## src/rtl/lfk_pkg.sv

```systemverilog
// ----------------------------------------------------------------------------
// lfk_pkg: shared types and constants for the longest-ones-with-flips block
// Holds the payload structs, the cell control structs and default sizes.
// ----------------------------------------------------------------------------
package lfk_pkg;

    // default sizes for the top level parameters
    localparam int MAX_LEN_DEF = 65536;
    localparam int K_MAX_DEF   = 63;

    // fixed field widths
    localparam int CAP_W  = 6;   // width of max_flips and of the zero count
    localparam int BEST_W = 17;  // width of the reported length
    localparam int CAP_MAX = 63; // largest value max_flips can hold

    typedef struct packed {
        logic bit_value;
        logic seq_end;
    } lfk_in_t;

    typedef struct packed {
        logic [BEST_W-1:0] best_length;
        logic              overflow;
    } lfk_out_t;

    // per-cell control: load the new position, or take the neighbor's value
    typedef struct packed {
        logic shift;
        logic load;
    } lfk_cell_ctrl_t;

    // chain control from the window tracker
    typedef struct packed {
        logic             push;  // append at the tail, count grows
        logic             pop;   // drop the oldest and append at the tail
        logic [CAP_W-1:0] held;  // zeros currently stored
    } lfk_chain_ctrl_t;

endpackage

```

## src/rtl/lfk_cell.sv

```systemverilog
// ----------------------------------------------------------------------------
// lfk_cell: one stage of the zero-position chain
// Holds one stored zero position; loads a new one or takes its neighbor's.
// ----------------------------------------------------------------------------
module lfk_cell
    import lfk_pkg::*;
#(
    parameter int POS_W = 17
) (
    input  logic             aclk,
    input  lfk_cell_ctrl_t   ctrl,
    input  logic [POS_W-1:0] new_pos,
    input  logic [POS_W-1:0] neighbor,
    output logic [POS_W-1:0] value
);

    logic [POS_W-1:0] value_reg;
    logic [POS_W-1:0] value_next;

    always_comb begin
        value_next = value_reg;
        if (ctrl.load) begin
            value_next = new_pos;
        end else if (ctrl.shift) begin
            value_next = neighbor;
        end
    end

    always_ff @(posedge aclk) begin
        value_reg <= value_next;
    end

    assign value = value_reg;

endmodule

```

## src/rtl/lfk_zero_chain.sv

```systemverilog
// ----------------------------------------------------------------------------
// lfk_zero_chain: row of cells forming the zero-position queue
// Cell 0 holds the oldest zero; a pop shifts every cell one step toward it.
// ----------------------------------------------------------------------------
module lfk_zero_chain
    import lfk_pkg::*;
#(
    parameter int NCELL = 63,
    parameter int POS_W = 17
) (
    input  logic             aclk,
    input  lfk_chain_ctrl_t  ctrl,
    input  logic [POS_W-1:0] new_pos,
    output logic [POS_W-1:0] head
);

    logic [POS_W-1:0] cell_val [NCELL];

    for (genvar i = 0; i < NCELL; i++) begin : g_cell
        lfk_cell_ctrl_t   cc;
        logic [POS_W-1:0] nb;

        // load at the tail: index held on push, index held-1 on pop
        assign cc.load  = (ctrl.push && (ctrl.held == CAP_W'(i))) ||
                          (ctrl.pop  && (ctrl.held == CAP_W'(i + 1)));
        assign cc.shift = ctrl.pop;

        if (i == NCELL - 1) begin : g_last
            assign nb = new_pos;
        end else begin : g_mid
            assign nb = cell_val[i+1];
        end

        lfk_cell #(
            .POS_W (POS_W)
        ) u_cell (
            .aclk     (aclk),
            .ctrl     (cc),
            .new_pos  (new_pos),
            .neighbor (nb),
            .value    (cell_val[i])
        );
    end

    assign head = cell_val[0];

endmodule

```

## src/rtl/longest_ones_with_k_flips.sv

```systemverilog
// A result appears on m_ once its seq_end item has passed the stage 1 registers and then the output register.
// Throughput: 1 item per cycle while s_ready is high; the window tracker and the cell chain update once per item.
// The input stalls only when a finished result waits on m_ and another seq_end item
// sits in the first stage behind it.
// Reset (aresetn low, synchronous): clears sequence state, max_flips and both handshakes;
// the chain's stored positions are left as they are and are not needed after reset.
// ----------------------------------------------------------------------------
// longest_ones_with_k_flips: longest window of a bit stream with bounded zeros
// Tracks the window start with a shift-chain queue of zero positions and
// reports the best window length and an overflow flag at each sequence end.
// ----------------------------------------------------------------------------
module longest_ones_with_k_flips
    import lfk_pkg::*;
#(
    parameter int MAX_LEN = MAX_LEN_DEF,
    parameter int K_MAX   = K_MAX_DEF
) (
    input  logic             aclk,
    input  logic             aresetn,
    // max_flips register
    input  logic             cfg_wr_en,
    input  logic [CAP_W-1:0] cfg_wr_data,
    // input stream
    input  logic             s_valid,
    output logic             s_ready,
    input  lfk_in_t          s_data,
    // results
    output logic             m_valid,
    input  logic             m_ready,
    output lfk_out_t         m_data
);

    // Only min(K_MAX, 63) zeros can ever be stored, since max_flips is 6 bits.
    localparam int NCELL = (K_MAX < CAP_MAX) ? K_MAX : CAP_MAX;
    localparam int POS_W = $clog2(MAX_LEN + 1);

    // ------------------------------------------------------------------
    // Configuration
    // ------------------------------------------------------------------
    logic [CAP_W-1:0] max_flips_reg;
    logic [CAP_W-1:0] cap;

    always_ff @(posedge aclk) begin
        if (!aresetn) begin
            max_flips_reg <= '0;
        end else if (cfg_wr_en) begin
            max_flips_reg <= cfg_wr_data;
        end
    end

    // clamp to the number of cells
    assign cap = (max_flips_reg > CAP_W'(NCELL)) ? CAP_W'(NCELL) : max_flips_reg;

    // ------------------------------------------------------------------
    // Stage 1: window tracker and zero-position chain
    // ------------------------------------------------------------------
    logic [POS_W-1:0] pos_reg, pos_next;
    logic [POS_W-1:0] ws_reg, ws_next;
    logic [CAP_W-1:0] held_reg, held_next;
    logic             ovf_reg, ovf_next;

    logic             s1_valid_reg, s1_last_reg, s1_ovf_reg, s1_upd_reg;
    logic [POS_W-1:0] s1_len_reg;
    logic             s1_valid_next, s1_last_next, s1_ovf_next, s1_upd_next;
    logic [POS_W-1:0] s1_len_next;

    logic             s_fire;
    logic             s1_adv;
    logic             past_end;
    logic             is_zero;
    logic [POS_W-1:0] pos_inc;
    logic [POS_W-1:0] head;
    lfk_chain_ctrl_t  chain_ctrl;

    // Stage 1 moves on unless it holds a seq_end item that cannot enter the
    // output register yet.
    assign s1_adv  = !s1_valid_reg || !s1_last_reg || !m_valid || m_ready;
    assign s_ready = s1_adv;
    assign s_fire  = s_valid && s_ready;

    // items past MAX_LEN are dropped except for their seq_end mark
    assign past_end = (pos_reg == POS_W'(MAX_LEN));
    assign is_zero  = s_fire && !past_end && !s_data.bit_value;
    assign pos_inc  = pos_reg + POS_W'(1);

    always_comb begin
        chain_ctrl.held = held_reg;
        chain_ctrl.push = 1'b0;
        chain_ctrl.pop  = 1'b0;

        pos_next  = pos_reg;
        ws_next   = ws_reg;
        held_next = held_reg;
        ovf_next  = ovf_reg;

        s1_valid_next = s1_valid_reg;
        s1_last_next  = s1_last_reg;
        s1_ovf_next   = s1_ovf_reg;
        s1_upd_next   = s1_upd_reg;
        s1_len_next   = s1_len_reg;

        if (s1_adv) begin
            s1_valid_next = s_fire;
            s1_last_next  = s_data.seq_end;
            s1_upd_next   = 1'b0;
            s1_ovf_next   = ovf_reg || past_end;
            // window length once this bit is in; the window never starts past pos+1
            s1_len_next   = pos_inc - ws_reg;
        end

        if (s_fire) begin
            if (past_end) begin
                ovf_next = 1'b1;
            end else begin
                s1_upd_next = 1'b1;
                pos_next    = pos_inc;
                if (is_zero) begin
                    priority if (held_reg < cap) begin
                        // room left: append, window start holds
                        chain_ctrl.push = 1'b1;
                        held_next       = held_reg + CAP_W'(1);
                    end else if (held_reg == '0) begin
                        // no flips allowed: restart just past this zero
                        ws_next     = pos_inc;
                        s1_len_next = '0;
                    end else begin
                        // drop the oldest zero and move the start past it
                        chain_ctrl.pop = 1'b1;
                        ws_next        = head + POS_W'(1);
                        s1_len_next    = pos_reg - head;
                    end
                end
            end

            // end of sequence: clear all tracking state
            if (s_data.seq_end) begin
                pos_next  = '0;
                ws_next   = '0;
                held_next = '0;
                ovf_next  = 1'b0;
            end
        end
    end

    always_ff @(posedge aclk) begin
        if (!aresetn) begin
            pos_reg      <= '0;
            ws_reg       <= '0;
            held_reg     <= '0;
            ovf_reg      <= 1'b0;
            s1_valid_reg <= 1'b0;
        end else begin
            pos_reg      <= pos_next;
            ws_reg       <= ws_next;
            held_reg     <= held_next;
            ovf_reg      <= ovf_next;
            s1_valid_reg <= s1_valid_next;
        end
    end

    always_ff @(posedge aclk) begin
        s1_last_reg <= s1_last_next;
        s1_ovf_reg  <= s1_ovf_next;
        s1_upd_reg  <= s1_upd_next;
        s1_len_reg  <= s1_len_next;
    end

    lfk_zero_chain #(
        .NCELL (NCELL),
        .POS_W (POS_W)
    ) u_chain (
        .aclk    (aclk),
        .ctrl    (chain_ctrl),
        .new_pos (pos_reg),
        .head    (head)
    );

    // ------------------------------------------------------------------
    // Stage 2: running maximum and output register
    // ------------------------------------------------------------------
    logic [POS_W-1:0] best_reg, best_next;
    logic [POS_W-1:0] cand;
    logic             s2_take;
    logic             m_valid_reg, m_valid_next;
    lfk_out_t         m_data_reg, m_data_next;

    assign s2_take = s1_valid_reg && s1_adv;
    assign cand    = (s1_upd_reg && (s1_len_reg > best_reg)) ? s1_len_reg : best_reg;

    always_comb begin
        best_next    = best_reg;
        m_valid_next = m_valid_reg;
        m_data_next  = m_data_reg;

        // the output transfer frees the register
        if (m_ready) begin
            m_valid_next = 1'b0;
        end

        if (s2_take) begin
            if (s1_last_reg) begin
                // emit and restart the maximum for the next sequence
                m_valid_next            = 1'b1;
                m_data_next.best_length = BEST_W'(cand);
                m_data_next.overflow    = s1_ovf_reg;
                best_next               = '0;
            end else begin
                best_next = cand;
            end
        end
    end

    always_ff @(posedge aclk) begin
        if (!aresetn) begin
            best_reg    <= '0;
            m_valid_reg <= 1'b0;
        end else begin
            best_reg    <= best_next;
            m_valid_reg <= m_valid_next;
        end
    end

    always_ff @(posedge aclk) begin
        m_data_reg <= m_data_next;
    end

    assign m_valid = m_valid_reg;
    assign m_data  = m_data_reg;

    // ------------------------------------------------------------------
    // Assertions
    // ------------------------------------------------------------------
    a_held_bound: assert property (@(posedge aclk) disable iff (!aresetn)
        held_reg <= CAP_W'(NCELL))
        else $error("stored zero count exceeds chain length");

    a_seq_clear: assert property (@(posedge aclk) disable iff (!aresetn)
        (s_fire && s_data.seq_end) |=> (pos_reg == '0) && (held_reg == '0) && !ovf_reg)
        else $error("sequence state not cleared after end of sequence");

    a_last_hold: assert property (@(posedge aclk) disable iff (!aresetn)
        (s1_valid_reg && s1_last_reg && m_valid && !m_ready) |=>
            (s1_valid_reg && s1_last_reg && m_valid))
        else $error("blocked end-of-sequence item lost in stage 1");

    a_best_restart: assert property (@(posedge aclk) disable iff (!aresetn)
        (s2_take && s1_last_reg) |=> (best_reg == '0) && m_valid)
        else $error("result not loaded or maximum not restarted");

    a_ws_bound: assert property (@(posedge aclk) disable iff (!aresetn)
        ws_reg <= pos_reg)
        else $error("window start beyond current position");

endmodule
```

## config.mk

```make
export PLATFORM = sky130hd
export DESIGN_NAME = longest_ones_with_k_flips
export DESIGN_NICKNAME = d
export VERILOG_FILES = /design/src/rtl/lfk_pkg.sv /design/src/rtl/lfk_cell.sv /design/src/rtl/lfk_zero_chain.sv /design/src/rtl/longest_ones_with_k_flips.sv
export SDC_FILE = /design/constraint.sdc
export NUM_CORES = 2
export LEC_CHECK = 0
export BUFFER_PORTS_ARGS = -buffer_cell sky130_fd_sc_hd__buf_2
export CORE_MARGIN = 2
export CORE_UTILIZATION = 50
export CTS_BUF_LIST = sky130_fd_sc_hd__clkbuf_8
export CTS_CLUSTER_SIZE = 16
export DETAILED_ROUTE_END_ITERATION = 7
export GPL_ROUTABILITY_DRIVEN = 0
export PLACE_DENSITY = 0.73
export SYNTH_ARGS = -nofsm -noshare
export SYNTH_HDL_FRONTEND = slang
export SYNTH_SLANG_ARGS = --single-unit
```

## constraint.sdc

```tcl
create_clock -name aclk -period 5.2 [get_ports aclk]
set_input_delay 0 -clock aclk [delete_from_list [all_inputs] [get_ports aclk]]
set_output_delay 0 -clock aclk [all_outputs]
set_load 0.02 [all_outputs]
```

### After elaboration in Yosys (flattened, before gate mapping)

Index checks and enable logic that the tools add are counted.

| word-level totals | value |
|---|---|
| input bits | 13 |
| register bits | 1175 |

| operators by class | value |
|---|---|
| reductions and logical operators | 275 |
| muxes and demuxes | 160 |
| magnitude comparators | 3 |
| equality and inequality tests | 66 |
| add/sub/neg operators | 5 |

Operator list:

| cell | count |
|---|---|
| $mux 17 | 141 |
| $eq 6x6->1 const B | 32 |
| $reduce_bool 2->1 | 66 |
| $logic_and 1x1->1 | 131 |
| $eq 6x5->1 const B | 16 |
| $logic_or 1x1->1 | 67 |
| $eq 6x4->1 const B | 8 |
| $add 17x1->17 const B | 2 |
| $sub 17x17->17 | 2 |
| $mux 6 | 5 |
| $eq 6x3->1 const B | 4 |
| $eq 17x17->1 const B | 1 |
| $gt 17x17->1 | 1 |
| $eq 6x2->1 const B | 2 |
| $mux 1 | 11 |
| $reduce_and 4->1 | 2 |
| $add 6x1->6 const B | 1 |
| $eq 6x1->1 const B | 1 |
| $gt 6x6->1 const B | 1 |
| $logic_not 6->1 | 1 |
| $lt 6x6->1 | 1 |
| $mux 2 | 3 |
| $reduce_and 2->1 | 3 |
| $logic_not 1->1 | 5 |
| $ne 2x2->1 const B | 2 |

### Logic depth before layout (Yosys ltp)

| depth | value |
|---|---|
| depth in word-level cells | 13 |
| gate-level depth with buffers | 15 |

### Cells and area by module

From an unflattened synthesis, not the netlist that was laid out.

| unflattened totals | value |
|---|---|
| cell total of the unflattened synthesis | 3225 |
| area total of the unflattened synthesis | 56335.3 um2 |

By module, submodules not included:

| module | times used | cells an instance | area an instance (um2) | sequential area each (um2) |
|---|---|---|---|---|
| lfk_cell | 63 | 37 | 773.2 | 510.5 |
| longest_ones_with_k_flips | 1 | 780 | 6839.1 | 2282.2 |
| lfk_zero_chain | 1 | 114 | 782.0 | 0.0 |

### Worst setup path after synthesis

OpenSTA, ideal clock, no wires.

| timing | value |
|---|---|
| kind | register -> register |
| start | register pos_reg[0] |
| end | register u_chain.g_cell[53].u_cell.value_reg[0], enable pin |
| cell stages (with the launch flop) | 13 |
| setup time | 0.415 ns |
| slack | 1.142 ns |
| required time | 4.785 ns |
| period minus slack after synthesis | 4.058 ns |
| data arrival time | 3.643 ns |
| cell sequence | dfxtp_1 > clkinv_1 > clkbuf_1 > ha_1 > nor4b_4 > nand4_2 > or3b_1 > buf_6 > nor2_8 > nand3_1 > clkbuf_1 > clkbuf_1 > o21ai_0 |

| on the way | value |
|---|---|
| word-level cells in the longest chain between the ends | 10 |
| elaborated cells on any way between the ends | 11 |

Ends and longest elaborated chain:

| element | line | RTL |
|---|---|---|
| start: declaration | longest_ones_with_k_flips.sv:57 | `logic [POS_W-1:0] pos_reg, pos_next;` |
| start signal: assignment | longest_ones_with_k_flips.sv:153 | `pos_reg <= pos_next;` |
| $eq 17x17->1 * | longest_ones_with_k_flips.sv:82 | `assign past_end = (pos_reg == POS_W'(MAX_LEN));` |
| $logic_not 1->1 | longest_ones_with_k_flips.sv:83 | `assign is_zero = s_fire && !past_end && !s_data.bit_value;` |
| $logic_and 1x1->1 (2 in series) | longest_ones_with_k_flips.sv:83 |  |
| $mux 2 | longest_ones_with_k_flips.sv:117 | `if (is_zero) begin` |
| $mux 2 * | longest_ones_with_k_flips.sv:112 | `if (past_end) begin` |
| $mux 2 * | longest_ones_with_k_flips.sv:111 | `if (s_fire) begin` |
| $logic_and 1x1->1 (on tied branches) | lfk_zero_chain.sv:24, lfk_zero_chain.sv:25 |  |
| $logic_or 1x1->1 | lfk_zero_chain.sv:24 | `assign cc.load = (ctrl.push && (ctrl.held == CAP_W'(i))) \|\|` |
| $reduce_bool 2->1 (no source line) * | - |  |
| end signal: assignment | lfk_cell.sv:30 | `value_reg <= value_next;` |
| end: declaration | lfk_cell.sv:17 | `logic [POS_W-1:0] value_reg;` |

Mark *: on every way between the ends. The rest lies on a longest branch, timed or not.
A chain may end at the register's enable or synchronous reset.

### Worst setup path after layout

| timing | value |
|---|---|
| start | register pos_reg[1] |
| end | register s1_len_reg[16] |

| on the way | value |
|---|---|
| word-level cells in the longest chain between the ends | 7 |
| elaborated cells on any way between the ends | 13 |

Ends and longest elaborated chain:

| element | line | RTL |
|---|---|---|
| $add 17x1->17 or $eq 17x17->1 (tied branches) | longest_ones_with_k_flips.sv:84, longest_ones_with_k_flips.sv:82 |  |
| $sub 17x17->17 or $logic_not 1->1 (tied branches) | longest_ones_with_k_flips.sv:108, longest_ones_with_k_flips.sv:83 |  |
| $mux 17 or $logic_and 1x1->1 (tied branches) | longest_ones_with_k_flips.sv:102, longest_ones_with_k_flips.sv:83 |  |
| $mux 17 or $logic_and 1x1->1 (tied branches) | longest_ones_with_k_flips.sv:118, longest_ones_with_k_flips.sv:83 |  |
| $mux 17 | longest_ones_with_k_flips.sv:117 |  |
| $mux 17 | longest_ones_with_k_flips.sv:112 |  |
| $mux 17 * | longest_ones_with_k_flips.sv:111 |  |
| named net s1_len_next[16] | longest_ones_with_k_flips.sv:65 | `logic [POS_W-1:0] s1_len_next;` |
| end signal: assignment | longest_ones_with_k_flips.sv:165 | `s1_len_reg <= s1_len_next;` |
| end: declaration | longest_ones_with_k_flips.sv:63 | `logic [POS_W-1:0] s1_len_reg;` |

Mark *: on every way through the listed nets, which the timed path passes. The rest lies on a longest branch.

==> summary.md <==
| Metric | Value |
|---|---|
| Layout cells sized above 1 | 35.3% |
| RSZ-0062 raised after global routing | no |
| Leak pwr | 0.0189 uW |
| Layout fillers | 8,394 |
| Synth top area cells | edfxtp_1 61%, mux2_2 16%, mux2_1 3.5% |
| Clock skew | 0.0592 ns |
| Critical path class | flip-flop to flip-flop |
| H-tree depth | 4 |
| Wire per inst | 21.5 um |
| Worst path required time | about 5.9 ns |
| Root Driver | clkbuf_8 |
| TritonCTS Buffers | 187 |
| Synth unique cells | 85 |
| Most used flip-flop cell after synthesis | edfxtp_1 |
| Power density cells | 304 nW/um^2 |
| Pin count of the biggest net entering global routing | 70 |
| Sequential share of the synthesized area | 64.0% |
| Hold Slack | 0.137 ns |
| Rows | 120 |
| Die ar. | 110,000 sq um |
| Total Wirelength | approximately 110,000 um |
| Slew margin rel. | 26.4% |
| Top post-synthesis cells by count | 1,091 x edfxtp_1, 773 x mux2_2, 167 x clkbuf_1, 165 x mux2_1, 158 x o21ai_0 |
| Hold Fails Final Rpt | 0 |
| Die height | 332 um |
| GRT Total Usage | 19.5% |
| Avg Vias per Cell | 5.69 |
| Type of origin of the critical path | flip-flop |
| CTS tree | yes |
| Initial Util | 50.4% |
| Status | finished, final reports clean |
| Synth Warn # | 0 |
| Count leader, synth | edfxtp_1 |
| Fmax | 227 MHz |
| Worst setup EP type | flip-flop |
| Peak ir drop on the vdd network | 0.216 mV |
| Number of flip-flops under the largest register name | about 1,100 |
| Initial antenna violation count | 2 |
| Nets | 3,550 |
| Worst-path clk slew | 0.06 ns |
| CP max FO | 24 |
| Fin crit share | 84.6% |
| Syn nets | 3,471 |
| Seq cells post-synth | 1,175 |
| Yosys top cell by area | edfxtp_1 |
| Post-synth ARST share | 0% |
| Total congestion overflow | 0 |
| # DRC | 0 |
| Hpwl dp | 64,700 um |
| Post-synth EDFFs | 1,091 |
| Post-CTS Resized | 0 |
| Setup TNS Final | 0 ns |
| Multi-input combinational cell area | 17,700 sq um |
| Number of global-route vias before repair | 29,100 |
| Cell Area, Synth | 53,800 sq um |
| Final setup viols | 0 |
| Worst Hold Class | input port to flip-flop |
| R2r setup slk | 0.80 ns |
| Top Ports | 33 |
| Clk Latency, worst-skew pair | 0.87 ns |
| Crit path time final | roughly 4.4 ns |
| IO buf count | 32 |
| Max-Cap Viols | 0 |
| DR vias | 28,600 |
| Syn Inst Count | about 3,400 |
| CTS sink count | 1,175 |
| Post-route ant nets | 0 |
| Reg area | 34,500 sq um |
| Syn_area_per_cell | 15.9 sq um |
| First-pass GRT wire length | 168,000 um |
| CP arrival | 5.15 ns |
| CTS Buffer Depth | 3 |
| CORE AREA | 107,000 sq um |
| DR iter-0 viols | 2,235 |
| Max-slew violation count | 0 |
| Fin util | a little over half |
| Drt first pass iters | 5 |
| Width of the die | 332 um |
| Area Overhead vs Synth | 9.19% |
| Synth top area share | between 60% and 70% |
| Worst-Margin Slew | 1.10 ns |
## cell families after synthesis
family	synth area share [%]
flops	64.0
mux	21.7
compound gates	5.28
simple gates	3.45
buf+inv	3.13
fa+ha+maj	1.49
xor+xnor	0.976
## per-stage QoR
step	cells	total power (uW)	setup slack (ns)	instance area [sq um]
floorplan	3395	10800	1.14	53800
global placement	4657	10900	0.948	55100
detailed placement	4657	10900	0.870	55100
CTS	5026	18100	0.835	58800
global route	5027	18500	0.558	58800
finish	5027	17900	0.799	58800
## metal layers
layer  track usage, %  up-vias  share of wire, %
li1                 -    13100                 -
met2             30.2      966                46
met3             5.06      197               7.5
met1             26.5    14300                44
met4             7.11        2               2.6
met5                0        -             0.012
## area by class of cell
| cell class | instances | share of cell area, % |
|---|---|---|
| multi-input cells | 1885 | 30.1 |
| well taps | 1403 | 2.99 |
| clock inverters | 147 | 1.25 |
| repair buffers | 161 | 2.07 |
| diodes | 1 | 0.00426 |
| flip-flops and latches | 1175 | 58.7 |
| inverters | 64 | 0.411 |
| clock buffers | 191 | 4.47 |
## cell usage in the layout (no fill, tap or decap), types with 11 or more instances in the layout
cell	netlist	routed
mux2_2	773	773
mux2_1	165	165
dfxtp_1	84	67
inv_1	62	139
o22a_1	16	16
xor2_1	21	21
nor3_1	12	12
xnor2_1	39	39
a21oi_1	42	42
clkinv_1	1	42
a22oi_1	27	27
buf_2	48	32
nand3_1	33	33
dlygate4sd3_1	0	31
clkbuf_8	0	191
ha_1	61	61
nand2_1	141	140
a31oi_4	11	11
edfxtp_1	1091	1091
a22o_1	18	18
buf_4	24	97
clkinv_2	1	14
nor2_1	78	78
o21ai_1	0	60
nor2b_1	44	44
mux2_4	70	70
dfxtp_4	0	11
o22ai_4	16	16
o21ai_0	158	98
## critical path, stage by stage (launching register included)
cell,delay (ns)
dfxtp_2,0.69
inv_1,0.19
nor3_1,0.44
nand3_1,0.31
xnor2_1,0.39
ha_1,0.36
a211o_1,0.34
nor3_1,0.14
a21oi_1,0.12
a221oi_1,0.49
o21ai_0,0.29
o211a_1,0.27
o21ai_0,0.17
nand2_1,0.07
## path summary, 6_finish.rpt
check                            endpoint               startpoint  cells after the start
setup / recovery   s1_len_reg[16]$_DFF_P_  pos_reg[1]$_SDFFE_PN0P_                     13
hold reg to reg   ws_reg[11]$_SDFFE_PN0P_  ws_reg[11]$_SDFFE_PN0P_                      2
hold / removal       ovf_reg$_SDFFE_PN0P_                  s_valid                      6
setup reg to reg   s1_len_reg[16]$_DFF_P_  pos_reg[1]$_SDFFE_PN0P_                     13
## report_power, final
part	switching (uW)	total (uW)	internal [uW]
Combinational	274	439	165
Clock	3600	7140	3530
Sequential	39.9	10300	10300
Total	3920	17900	14000
## repair_timing
| item | 4_1_cts | 5_1_grt |
|---|---|---|
| hold buffers | 31 | 0 |
| buffers inserted | 0 | 0 |
| hold endpoints to repair | 88 | 0 |
| endpoints found under the setup margin | 0 | 0 |
Power figures use the tool's default switching activity.
